===== src/design/halfsiphash_2_4_mac_defines.svh =====
// Assertion macros for the HalfSipHash tag unit.
`ifndef HALFSIPHASH_2_4_MAC_DEFINES_SVH
`define HALFSIPHASH_2_4_MAC_DEFINES_SVH

`ifndef ASSERT_OFF
`define HS_ASSERT(label, prop, msg) \
  label: assert property (@(posedge clk) disable iff (rst) (prop)) else $error(msg);
`define HS_ASSERT_IMPL(label, cond, prop, msg) \
  label: assert property (@(posedge clk) disable iff (rst) (cond) |-> (prop)) \
    else $error(msg);
`else
`define HS_ASSERT(label, prop, msg)
`define HS_ASSERT_IMPL(label, cond, prop, msg)
`endif

`endif


===== src/design/hs24_pkg.sv =====
`timescale 1ns / 1ps
`default_nettype none
package hs24_pkg;

  localparam int COMPRESS_ROUNDS = 2;
  localparam int FINAL_ROUNDS    = 4;
  localparam int MAX_ROUNDS      = (COMPRESS_ROUNDS > FINAL_ROUNDS) ?
                                   COMPRESS_ROUNDS : FINAL_ROUNDS;
  localparam int HALF_W          = (MAX_ROUNDS > 1) ? $clog2(2 * MAX_ROUNDS) : 1;

  localparam logic [HALF_W-1:0] COMPRESS_START = HALF_W'(2 * COMPRESS_ROUNDS - 1);
  localparam logic [HALF_W-1:0] FINAL_START    = HALF_W'(2 * FINAL_ROUNDS - 1);

  localparam logic [31:0] INIT_V2    = 32'h6c796765;
  localparam logic [31:0] INIT_V3    = 32'h74656462;
  localparam logic [31:0] FINAL_MARK = 32'h000000ff;

  localparam int CFG_IDX_W = 1;
  localparam logic [CFG_IDX_W-1:0] REG_KEY_LOW  = 1'b0;
  localparam logic [CFG_IDX_W-1:0] REG_KEY_HIGH = 1'b1;

  // Chaining words v0 to v3, v0 at index 0.
  typedef logic [3:0][31:0] sip_state_t;

endpackage
`default_nettype wire


===== src/design/halfsiphash_2_4_mac.sv =====
`timescale 1ns / 1ps
`default_nettype none
// HalfSipHash-2-4 with a 32-bit tag over a byte stream, keyed by key_low and key_high.
// One byte at most is taken per transfer. A byte that does not complete a word leaves the
// block ready for the next transfer; the fourth byte of a word stalls the input while
// COMPRESS_ROUNDS rounds compress the word, every round running as two half-rounds
// through a single shared round unit. A transfer that ends the message adds the tail
// word's compression, FINAL_ROUNDS rounds of finalization and a load of the tag register
// (held off while an earlier tag waits), after which the next message may start while
// the tag waits to be taken. Writing a key register restarts the message.
`include "halfsiphash_2_4_mac_defines.svh"
module halfsiphash_2_4_mac
  import hs24_pkg::*;
(
  input  wire                 clk,
  input  wire                 rst,
  input  wire                 cfg_we,
  input  wire [CFG_IDX_W-1:0] cfg_index,
  input  wire [31:0]          cfg_data,
  input  wire                 item_valid,
  output logic                item_stall,
  input  wire [7:0]           data_byte,
  input  wire                 byte_valid,
  input  wire                 last_byte,
  output logic                tag_valid,
  input  wire                 tag_stall,
  output logic [31:0]         tag
);

  typedef enum logic [1:0] {ST_IDLE, ST_RND, ST_EMIT} state_t;
  typedef enum logic [1:0] {SG_WORD, SG_TAIL, SG_FINAL} stage_t;

  state_t            state, state_next;
  stage_t            stage, stage_next;
  logic [HALF_W-1:0] cnt, cnt_next;
  logic [31:0]       key_low, key_low_next;
  logic [31:0]       key_high, key_high_next;
  sip_state_t        v, v_next;
  sip_state_t        rnd_out;
  logic [23:0]       partial_word, partial_word_next;
  logic [1:0]        lane_count, lane_count_next;
  logic [7:0]        message_length, message_length_next;
  logic [31:0]       word_m, word_m_next;
  logic              last_pend, last_pend_next;
  logic [31:0]       tag_next;
  logic              tag_valid_next;

  logic              accept;
  logic              acc_full;
  logic [23:0]       acc_pw;
  logic [1:0]        acc_ln;
  logic [7:0]        acc_len;
  logic [31:0]       acc_word;
  logic [31:0]       tail_word;

  hs24_round u_round (
    .v           (v),
    .second_half (~cnt[0]),
    .v_out       (rnd_out)
  );

  assign item_stall = (state != ST_IDLE);
  assign accept     = item_valid && !item_stall;
  assign tail_word  = {message_length, partial_word};

  always_comb begin
    acc_full = 1'b0;
    acc_pw   = partial_word;
    acc_ln   = lane_count;
    acc_len  = message_length;
    acc_word = {data_byte, partial_word};
    if (byte_valid) begin
      acc_len = message_length + 8'd1;
      if (lane_count == 2'd3) begin
        acc_full = 1'b1;
        acc_pw   = 24'd0;
        acc_ln   = 2'd0;
      end else begin
        acc_pw = partial_word | ({16'd0, data_byte} << {lane_count, 3'b000});
        acc_ln = lane_count + 2'd1;
      end
    end
  end

  always_comb begin
    state_next          = state;
    stage_next          = stage;
    cnt_next            = cnt;
    key_low_next        = key_low;
    key_high_next       = key_high;
    v_next              = v;
    partial_word_next   = partial_word;
    lane_count_next     = lane_count;
    message_length_next = message_length;
    word_m_next         = word_m;
    last_pend_next      = last_pend;
    tag_next            = tag;
    tag_valid_next      = tag_valid;

    if (tag_valid && !tag_stall) begin
      tag_valid_next = 1'b0;
    end

    unique case (state)
      ST_IDLE: begin
        if (accept) begin
          partial_word_next   = acc_pw;
          lane_count_next     = acc_ln;
          message_length_next = acc_len;
          last_pend_next      = last_byte;
          cnt_next            = COMPRESS_START;
          if (acc_full) begin
            v_next[3]   = v[3] ^ acc_word;
            word_m_next = acc_word;
            stage_next  = SG_WORD;
            state_next  = ST_RND;
          end else if (last_byte) begin
            v_next[3]   = v[3] ^ {acc_len, acc_pw};
            word_m_next = {acc_len, acc_pw};
            stage_next  = SG_TAIL;
            state_next  = ST_RND;
          end
        end
      end
      ST_RND: begin
        v_next = rnd_out;
        if (cnt == '0) begin
          unique case (stage)
            SG_WORD: begin
              v_next[0] = rnd_out[0] ^ word_m;
              if (last_pend) begin
                v_next[3]   = rnd_out[3] ^ tail_word;
                word_m_next = tail_word;
                stage_next  = SG_TAIL;
                cnt_next    = COMPRESS_START;
              end else begin
                state_next = ST_IDLE;
              end
            end
            SG_TAIL: begin
              v_next[0]  = rnd_out[0] ^ word_m;
              v_next[2]  = rnd_out[2] ^ FINAL_MARK;
              stage_next = SG_FINAL;
              cnt_next   = FINAL_START;
            end
            SG_FINAL: begin
              state_next = ST_EMIT;
            end
            default: begin
              state_next = ST_IDLE;
            end
          endcase
        end else begin
          cnt_next = cnt - HALF_W'(1);
        end
      end
      ST_EMIT: begin
        if (!tag_valid || !tag_stall) begin
          tag_next            = v[1] ^ v[3];
          tag_valid_next      = 1'b1;
          v_next[0]           = key_low;
          v_next[1]           = key_high;
          v_next[2]           = key_low ^ INIT_V2;
          v_next[3]           = key_high ^ INIT_V3;
          partial_word_next   = 24'd0;
          lane_count_next     = 2'd0;
          message_length_next = 8'd0;
          last_pend_next      = 1'b0;
          state_next          = ST_IDLE;
        end
      end
      default: begin
        state_next = ST_IDLE;
      end
    endcase

    if (cfg_we) begin
      unique case (cfg_index)
        REG_KEY_LOW:  key_low_next  = cfg_data;
        REG_KEY_HIGH: key_high_next = cfg_data;
        default:      key_low_next  = key_low;
      endcase
      v_next[0]           = key_low_next;
      v_next[1]           = key_high_next;
      v_next[2]           = key_low_next ^ INIT_V2;
      v_next[3]           = key_high_next ^ INIT_V3;
      partial_word_next   = 24'd0;
      lane_count_next     = 2'd0;
      message_length_next = 8'd0;
      last_pend_next      = 1'b0;
    end
  end

  always_ff @(posedge clk) begin
    if (rst) begin
      state          <= ST_IDLE;
      stage          <= SG_WORD;
      cnt            <= '0;
      key_low        <= 32'd0;
      key_high       <= 32'd0;
      v[0]           <= 32'd0;
      v[1]           <= 32'd0;
      v[2]           <= INIT_V2;
      v[3]           <= INIT_V3;
      partial_word   <= 24'd0;
      lane_count     <= 2'd0;
      message_length <= 8'd0;
      last_pend      <= 1'b0;
      tag_valid      <= 1'b0;
    end else begin
      state          <= state_next;
      stage          <= stage_next;
      cnt            <= cnt_next;
      key_low        <= key_low_next;
      key_high       <= key_high_next;
      v              <= v_next;
      partial_word   <= partial_word_next;
      lane_count     <= lane_count_next;
      message_length <= message_length_next;
      last_pend      <= last_pend_next;
      tag_valid      <= tag_valid_next;
    end
    word_m <= word_m_next;
    tag    <= tag_next;
  end

  `HS_ASSERT(a_partial_clean, (partial_word >> {lane_count, 3'b000}) == 24'd0, "stale tail bytes")
  `HS_ASSERT_IMPL(a_tag_from_emit, $rose(tag_valid), $past(state) == ST_EMIT, "tag outside emit")
  `HS_ASSERT_IMPL(a_emit_leaves, state == ST_EMIT && !(tag_valid && tag_stall), ##1 (state == ST_IDLE && tag_valid), "emit did not load tag")
  `HS_ASSERT_IMPL(a_final_emits, state == ST_RND && stage == SG_FINAL && cnt == '0, ##1 state == ST_EMIT, "finalization lost")

endmodule
`default_nettype wire


===== src/design/hs24_round.sv =====
`timescale 1ns / 1ps
`default_nettype none
module hs24_round
  import hs24_pkg::*;
(
  input  sip_state_t v,
  input  logic       second_half,
  output sip_state_t v_out
);

  logic [31:0] a_sum;
  logic [31:0] c_sum;
  logic [31:0] a_in;
  logic [31:0] b_in;
  logic [31:0] c_in;
  logic [31:0] d_in;

  assign a_in = v[0];
  assign b_in = v[1];
  assign c_in = v[2];
  assign d_in = v[3];

  // The first half adds b into a and d into c; the second adds d into a and b into c.
  assign a_sum = second_half ? (a_in + d_in) : (a_in + b_in);
  assign c_sum = second_half ? (c_in + b_in) : (c_in + d_in);

  always_comb begin
    if (second_half) begin
      v_out[0] = a_sum;
      v_out[3] = {d_in[24:0], d_in[31:25]} ^ a_sum;
      v_out[1] = {b_in[18:0], b_in[31:19]} ^ c_sum;
      v_out[2] = {c_sum[15:0], c_sum[31:16]};
    end else begin
      v_out[1] = {b_in[26:0], b_in[31:27]} ^ a_sum;
      v_out[0] = {a_sum[15:0], a_sum[31:16]};
      v_out[2] = c_sum;
      v_out[3] = {d_in[23:0], d_in[31:24]} ^ c_sum;
    end
  end

endmodule
`default_nettype wire


===== config.mk =====
export PLATFORM = sky130hd
export DESIGN_NAME = halfsiphash_2_4_mac
export DESIGN_NICKNAME = d
export VERILOG_FILES = /design/src/design/hs24_pkg.sv /design/src/design/halfsiphash_2_4_mac.sv /design/src/design/hs24_round.sv
export VERILOG_INCLUDE_DIRS = /design/src /design/src/design
export SDC_FILE = /design/constraint.sdc
export NUM_CORES = 1
export LEC_CHECK = 0
export ABC_AREA = 1
export BUFFER_PORTS_ARGS = -buffer_cell sky130_fd_sc_hd__buf_2
export CAP_MARGIN = 10
export CORE_ASPECT_RATIO = 2
export CORE_MARGIN = 3
export CORE_UTILIZATION = 30
export CTS_CLUSTER_SIZE = 25
export DETAILED_ROUTE_END_ITERATION = 10
export GPL_TIMING_DRIVEN = 0
export PLACE_DENSITY = 0.44
export SETUP_SLACK_MARGIN = 0.5
export SLEW_MARGIN = 15
export SYNTH_ARGS = -nofsm -noshare
export SYNTH_HDL_FRONTEND = slang
export SYNTH_SLANG_ARGS = --single-unit

===== constraint.sdc =====
create_clock -name clk -period 7.75 [get_ports clk]
set_input_delay 0.775 -clock clk [delete_from_list [all_inputs] [get_ports clk]]
set_output_delay 0.775 -clock clk [all_outputs]
set_load 0.01 [all_outputs]

# == Word level (Yosys, flattened, before mapping) ==
# Cells that the tools add are included.
# op_classes
n_mux,67
bitwise,15
add_sub_neg,7
n_reduce_logical,25
shifts,1
eq_ne,21
# ops
cell,n
$mux W32,19
$mux W128,3
$xor A32 B32 Y32,9
$pmux W96 S2,1
$add A32 B32 Y32,4
$mux W24,4
$pmux W32 S3,1
$mux W64,1
$pmux W32 S2,1
$pmux W24 S2,1
$not A18 Y18,2
$mux W8,4
$not A14 Y14,2
$mux W2,13
$or A24 B24 Y24,1
$shl A8 B5 Y24,1
$reduce_and A6 Y1,3
$pmux W8 S2,1
$ne A3 B3 Y1 const B,5
$ne A2 B2 Y1 const B,6
$pmux W2 S2,3
$pmux W2 S3,2
$pmux W3 S2,2
$reduce_and A4 Y1,3
24 further kinds,44
# totals
out_inout_bits,34
inputBits,48
ff_bits,299
elab_cells,152

# == Longest topological paths before layout ==
# logic_depth
word_depth,10
mapped_depth,31
ltp_nobuf,26

# == Modules after synthesis ==
# From an unflattened synthesis, not the netlist that was laid out.
# unflattened
cells_unflattened,3961
hier_area_um2,24160.7
# modules_own_cells
module,seq_area_each_um2,area_per_inst_um2,cells_each,n_inst
halfsiphash_2_4_mac,6626.4,15564.9,2149,1
hs24_round,0.0,8595.7,1812,1

# == Least setup slack after synthesis ==
# OpenSTA, ideal clock, no wires.
# synth_timing
path_kind,register to register
startpoint,register cnt[0]
endpoint,register word_m[0] (enable)
stages_incl_launch_ff,14
period_less_slack_ns,4.358
required_ns,7.307
setup_ns,0.443
n_path_buf,5
arrival_time_ns,3.916
setup_slack_ns,3.392
cell_sequence,dfxtp_1 > buf_2 > inv_1 > buf_2 > clkbuf_1 > clkbuf_1 > clkbuf_1 > ha_1 > nand2_1 > inv_1 > nor2_1 > nor4_1 > nand2_1 > a31oi_1
# synth_via
elab_chain_cells,3
# synth_rtl
item,line,source
from (decl),halfsiphash_2_4_mac.sv:35,"logic [HALF_W-1:0] cnt, cnt_next;"
from (signal assigned),halfsiphash_2_4_mac.sv:213,cnt <= cnt_next;
$logic_not A3 Y1,halfsiphash_2_4_mac.sv:127,if (cnt == '0) begin
$ne A2 B2 Y1 (no line),-,
$reduce_and A6 Y1 (no line),-,
to (signal assigned),halfsiphash_2_4_mac.sv:223,word_m <= word_m_next;
to (decl),halfsiphash_2_4_mac.sv:43,"logic [31:0] word_m, word_m_next;"
# No other way between the ends.
# A chain may end at the register's enable or synchronous reset.

# == Worst setup path after layout ==
# layout_timing
startpoint,register cnt[0]
endpoint,register v[60] (netlist bit)
# layout_via
elab_chain_cells,5
# layout_rtl
item,line,source
"$mux W32, on equally long branches","hs24_round.sv:25, hs24_round.sv:24",
"$xor A32 B32 Y32, on equally long branches","hs24_round.sv:31, hs24_round.sv:34",
$mux W128 *,hs24_round.sv:28,if (second_half) begin
$pmux W96 S2 *,halfsiphash_2_4_mac.sv:104,unique case (state)
$mux W128 *,halfsiphash_2_4_mac.sv:177,if (cfg_we) begin
to (signal assigned),halfsiphash_2_4_mac.sv:216,v <= v_next;
to (decl),halfsiphash_2_4_mac.sv:38,"sip_state_t v, v_next;"
# Every way passes the cells marked *; elsewhere a longest branch is shown, timed or not.

==> metrics.txt <==
# TYPE chip_impl_metric gauge
chip_impl_metric{name="syn_inst",unit=""} 3850
chip_impl_metric{name="post_drt_wl_per_cell",unit="microns"} 41.4
chip_impl_metric{name="grt_pass1_wl",unit="microns"} 273000
chip_impl_metric{name="drt-pass1-iter-count",unit=""} 7
chip_impl_info{name="worstHoldPathType",value="primary input to flop"} 1
chip_impl_metric{name="postCtsHoldBufs",unit=""} 0
chip_impl_metric{name="clock_sinks",unit=""} 299
chip_impl_info{name="setup_repair_after_global_routing_missed_its_margin",value="false"} 1
chip_impl_metric{name="drive_gt1_frac",unit=""} 0.0584
chip_impl_metric{name="hold_viol_final",unit=""} 0
chip_impl_metric{name="fin_crit",unit="ps"} 7400
chip_impl_metric{name="synth.avg_cell_area",unit="sq um"} 6.05
chip_impl_metric{name="dieHeight",unit="microns"} 400
chip_impl_metric{name="register_area",unit="sq mm"} 0.00663
chip_impl_metric{name="detail_route.iter0.violations",unit=""} 3914
chip_impl_metric{name="clk_pin_slew_worst_paths",unit="ps"} 70
chip_impl_metric{name="dpl.hpwl",unit="microns"} 172000
chip_impl_metric{name="timing_worst_slew_pin_value",unit="ps"} 1430
chip_impl_metric{name="fin_nets",unit=""} 4099
chip_impl_metric{name="fin_tns_setup",unit="ps"} 0
chip_impl_metric{name="dpl.cell_count",unit=""} 4962
chip_impl_metric{name="first_global_vias",unit=""} 29200
chip_impl_metric{name="slew_viol_final",unit=""} 0
chip_impl_metric{name="globalRouteOverflowTotal",unit=""} 0
chip_impl_info{name="status",value="finished clean"} 1
chip_impl_metric{name="finalClockSkew",unit="ps"} 38.2
chip_impl_metric{name="instances_no_fill",unit=""} 5045
chip_impl_metric{name="via_count",unit=""} 30500
chip_impl_metric{name="worst_slack_setup_final",unit="ps"} 350
chip_impl_metric{name="grtUsageTotal",unit=""} 0.505
chip_impl_info{name="ys.flop_type",value="sky130_fd_sc_hd__dfxtp_1"} 1
chip_impl_metric{name="layout_worst_path_cycle_share",unit=""} 0.955
chip_impl_metric{name="dpl_worst_slack",unit="ps"} 936
chip_impl_metric{name="worstPathArrival",unit="ps"} 7970
chip_impl_metric{name="cts_max_path_buffers",unit=""} 3
chip_impl_metric{name="cts_inserted_buffers",unit=""} 36
chip_impl_metric{name="grt_start_max_net_pins",unit=""} 26
chip_impl_metric{name="max-cap-violations",unit=""} 0
chip_impl_metric{name="fillers",unit=""} 8972
chip_impl_info{name="critical_setup_path_kind",value="flop to flop"} 1
chip_impl_info{name="tritoncts",value="done"} 1
chip_impl_metric{name="setup_violations",unit=""} 0
chip_impl_metric{name="syn-num-nets",unit=""} 3969
chip_impl_metric{name="buffer_count_from_post_cts_setup_fixing",unit=""} 0
chip_impl_info{name="root_buffer_master",value="sky130_fd_sc_hd__clkbuf_16"} 1
chip_impl_metric{name="synth-edff-count",unit=""} 64
chip_impl_metric{name="synth_warnings",unit=""} 0
chip_impl_metric{name="drc_errors",unit=""} 0
chip_impl_metric{name="yosys_register_bits",unit=""} 299
chip_impl_metric{name="pin_count",unit=""} 82
chip_impl_metric{name="layout-area-overhead-vs-synth",unit="%"} 13.8
chip_impl_metric{name="routability_congestion_estimate",unit=""} 1.17
chip_impl_metric{name="cp_max_fo",unit=""} 11
chip_impl_metric{name="antenna_violations_before_repair",unit=""} 21
chip_impl_metric{name="cts_resized",unit=""} 0
chip_impl_metric{name="syn-cell-area",unit="sq mm"} 0.0233
chip_impl_metric{name="drt_wl_total",unit="microns"} 209000
chip_impl_metric{name="max_slew_margin",unit=""} 0.0367
chip_impl_metric{name="cts_max_level",unit=""} 2
chip_impl_metric{name="worst_ep_required_time",unit="ps"} 8320
chip_impl_metric{name="floorplan.core_area",unit="sq mm"} 0.0771
chip_impl_metric{name="multi_input_area",unit="sq mm"} 0.0143
chip_impl_metric{name="die-area",unit="sq mm"} 0.0813
chip_impl_metric{name="core.rowCount",unit=""} 144
chip_impl_info{name="worst_setup_path_end_kind",value="flop"} 1
chip_impl_metric{name="drt-vias-per-instance",unit=""} 6.04
chip_impl_metric{name="clock_insertion_delay_worst_skew",unit="ps"} 640
chip_impl_metric{name="initial_core_util",unit=""} 0.302
chip_impl_metric{name="timing.fmax",unit="MHz"} 135
chip_impl_metric{name="fp.dieW",unit="microns"} 203
chip_impl_metric{name="synth-seq-area-share",unit=""} 0.284
chip_impl_metric{name="io_buf_count",unit=""} 79
chip_impl_metric{name="synthArstFlopShare",unit=""} 0
chip_impl_metric{name="synth.lib_cells_used.distinct",unit=""} 58
chip_impl_metric{name="remaining_antenna_violation_count_after_routing",unit=""} 0
chip_impl_info{name="cp-start-kind",value="flop"} 1
[layer usage]
layer  share of wire  global-route usage  vias up
met5         0.00023             0.00308        -
met4            0.16               0.603        6
met3           0.082               0.152     1038
met2            0.45               0.814     2096
met1            0.31               0.467    14400
li1                -                   -    12900
[Yosys cell counts (all sizes together), types with 17 or more instances]
cell,n,share of area
nand3,284,0.061
buf,50,0.0099
inv,427,0.069
nand2,1063,0.17
ha,69,0.037
clkbuf,150,0.024
edfxtp,64,0.082
dfxtp,235,0.20
a31oi,30,0.0081
nand4,25,0.0067
a21oi,321,0.069
nor3,22,0.0049
o21bai,18,0.0058
o21ai,489,0.11
nor2,380,0.062
xor2,80,0.031
o211ai,17,0.0055
[registers in the layout, summed over array words and instances, names as in the netlist, 2 cells and up]
signal          cells
v                 128
key_high           32
key_low            32
tag                32
word_m             32
partial_word       24
message_length      8
cnt                 3
lane_count          2
stage               2
state               2
[layout by cell type, fill, tap and decap left out, types with 25 or more instances in the layout]
cell and count:
sky130_fd_sc_hd__dfxtp_1 235, sky130_fd_sc_hd__nor2_1 376, sky130_fd_sc_hd__clkbuf_1 149, sky130_fd_sc_hd__inv_1 424, sky130_fd_sc_hd__nand4_1 25, sky130_fd_sc_hd__buf_2 105, sky130_fd_sc_hd__o21ai_1 25, sky130_fd_sc_hd__edfxtp_1 64
sky130_fd_sc_hd__o21ai_0 462, sky130_fd_sc_hd__xor2_1 77, sky130_fd_sc_hd__a31oi_1 29, sky130_fd_sc_hd__ha_1 69, sky130_fd_sc_hd__nand2_1 1054, sky130_fd_sc_hd__a21oi_1 320, sky130_fd_sc_hd__clkbuf_16 39, sky130_fd_sc_hd__nand3_1 282
[logic make-up (layout without fill, tap and decap cells)]
| group | after synthesis | in the layout | share of synthesized area |
|---|---|---|---|
| mux | 1 | 1 | 0.000429 |
| simple gates | 1805 | 1805 | 0.316 |
| buf+inv | 631 | 789 | 0.103 |
| flops | 299 | 299 | 0.284 |
| xor+xnor | 99 | 99 | 0.0399 |
| fa+ha+maj | 71 | 71 | 0.0388 |
| other cells | 0 | 15 | 0 |
| compound gates | 944 | 944 | 0.217 |
[layout make-up]
| cell class | instances | area share |
|---|---|---|
| Clock buffer | 53 | 0.0422 |
| Buffer | 200 | 0.0303 |
| Sequential cell | 299 | 0.250 |
| Inverter | 431 | 0.0610 |
| Tap cell | 1022 | 0.0482 |
| Timing Repair Buffer | 92 | 0.0210 |
| Antenna cell | 15 | 0.00142 |
| Clock inverter | 13 | 0.00524 |
| Multi-Input combinational cell | 2920 | 0.541 |
[worst max-delay path: stages (launching register included)]
cell	delay [ps]
sky130_fd_sc_hd__dfxtp_1	310
sky130_fd_sc_hd__buf_2	210
sky130_fd_sc_hd__inv_1	100
sky130_fd_sc_hd__buf_2	300
sky130_fd_sc_hd__clkbuf_1	780
sky130_fd_sc_hd__clkbuf_1	490
sky130_fd_sc_hd__clkbuf_2	740
sky130_fd_sc_hd__o21ai_0	660
sky130_fd_sc_hd__ha_1	500
sky130_fd_sc_hd__buf_2	210
sky130_fd_sc_hd__nand2_1	140
sky130_fd_sc_hd__nor2_1	270
sky130_fd_sc_hd__nand2_1	170
sky130_fd_sc_hd__nor2_1	130
sky130_fd_sc_hd__nand2_1	160
sky130_fd_sc_hd__nand3_1	460
sky130_fd_sc_hd__nand3_1	530
sky130_fd_sc_hd__o221ai_1	780
sky130_fd_sc_hd__nand3_1	160
sky130_fd_sc_hd__a21oi_1	170
[per-stage QoR]
stage	instance area [sq um]	utilization	hold WS [ps]
5_1_grt	26500	0.343	445
2_1_floorplan	23300	-	448
3_3_place_gp	25000	0.324	462
4_1_cts	26500	0.343	471
3_5_place_dp	25200	0.327	466
6_report	26500	0.344	424
[worst paths after layout]
path | slack, ps | cells past startpoint | from | to
worst max-delay path | 350 | 19 | cnt[0] | v[60]
worst min register to register | 480 | 2 | partial_word[21] | partial_word[21]
worst min-delay path | 420 | 3 | last_byte | last_pend
worst max register to register | 350 | 19 | cnt[0] | v[60]
Power is left out: the tool's default activity adds up to more than one toggle a clock period on the data nets, which glitch-free logic cannot reach.
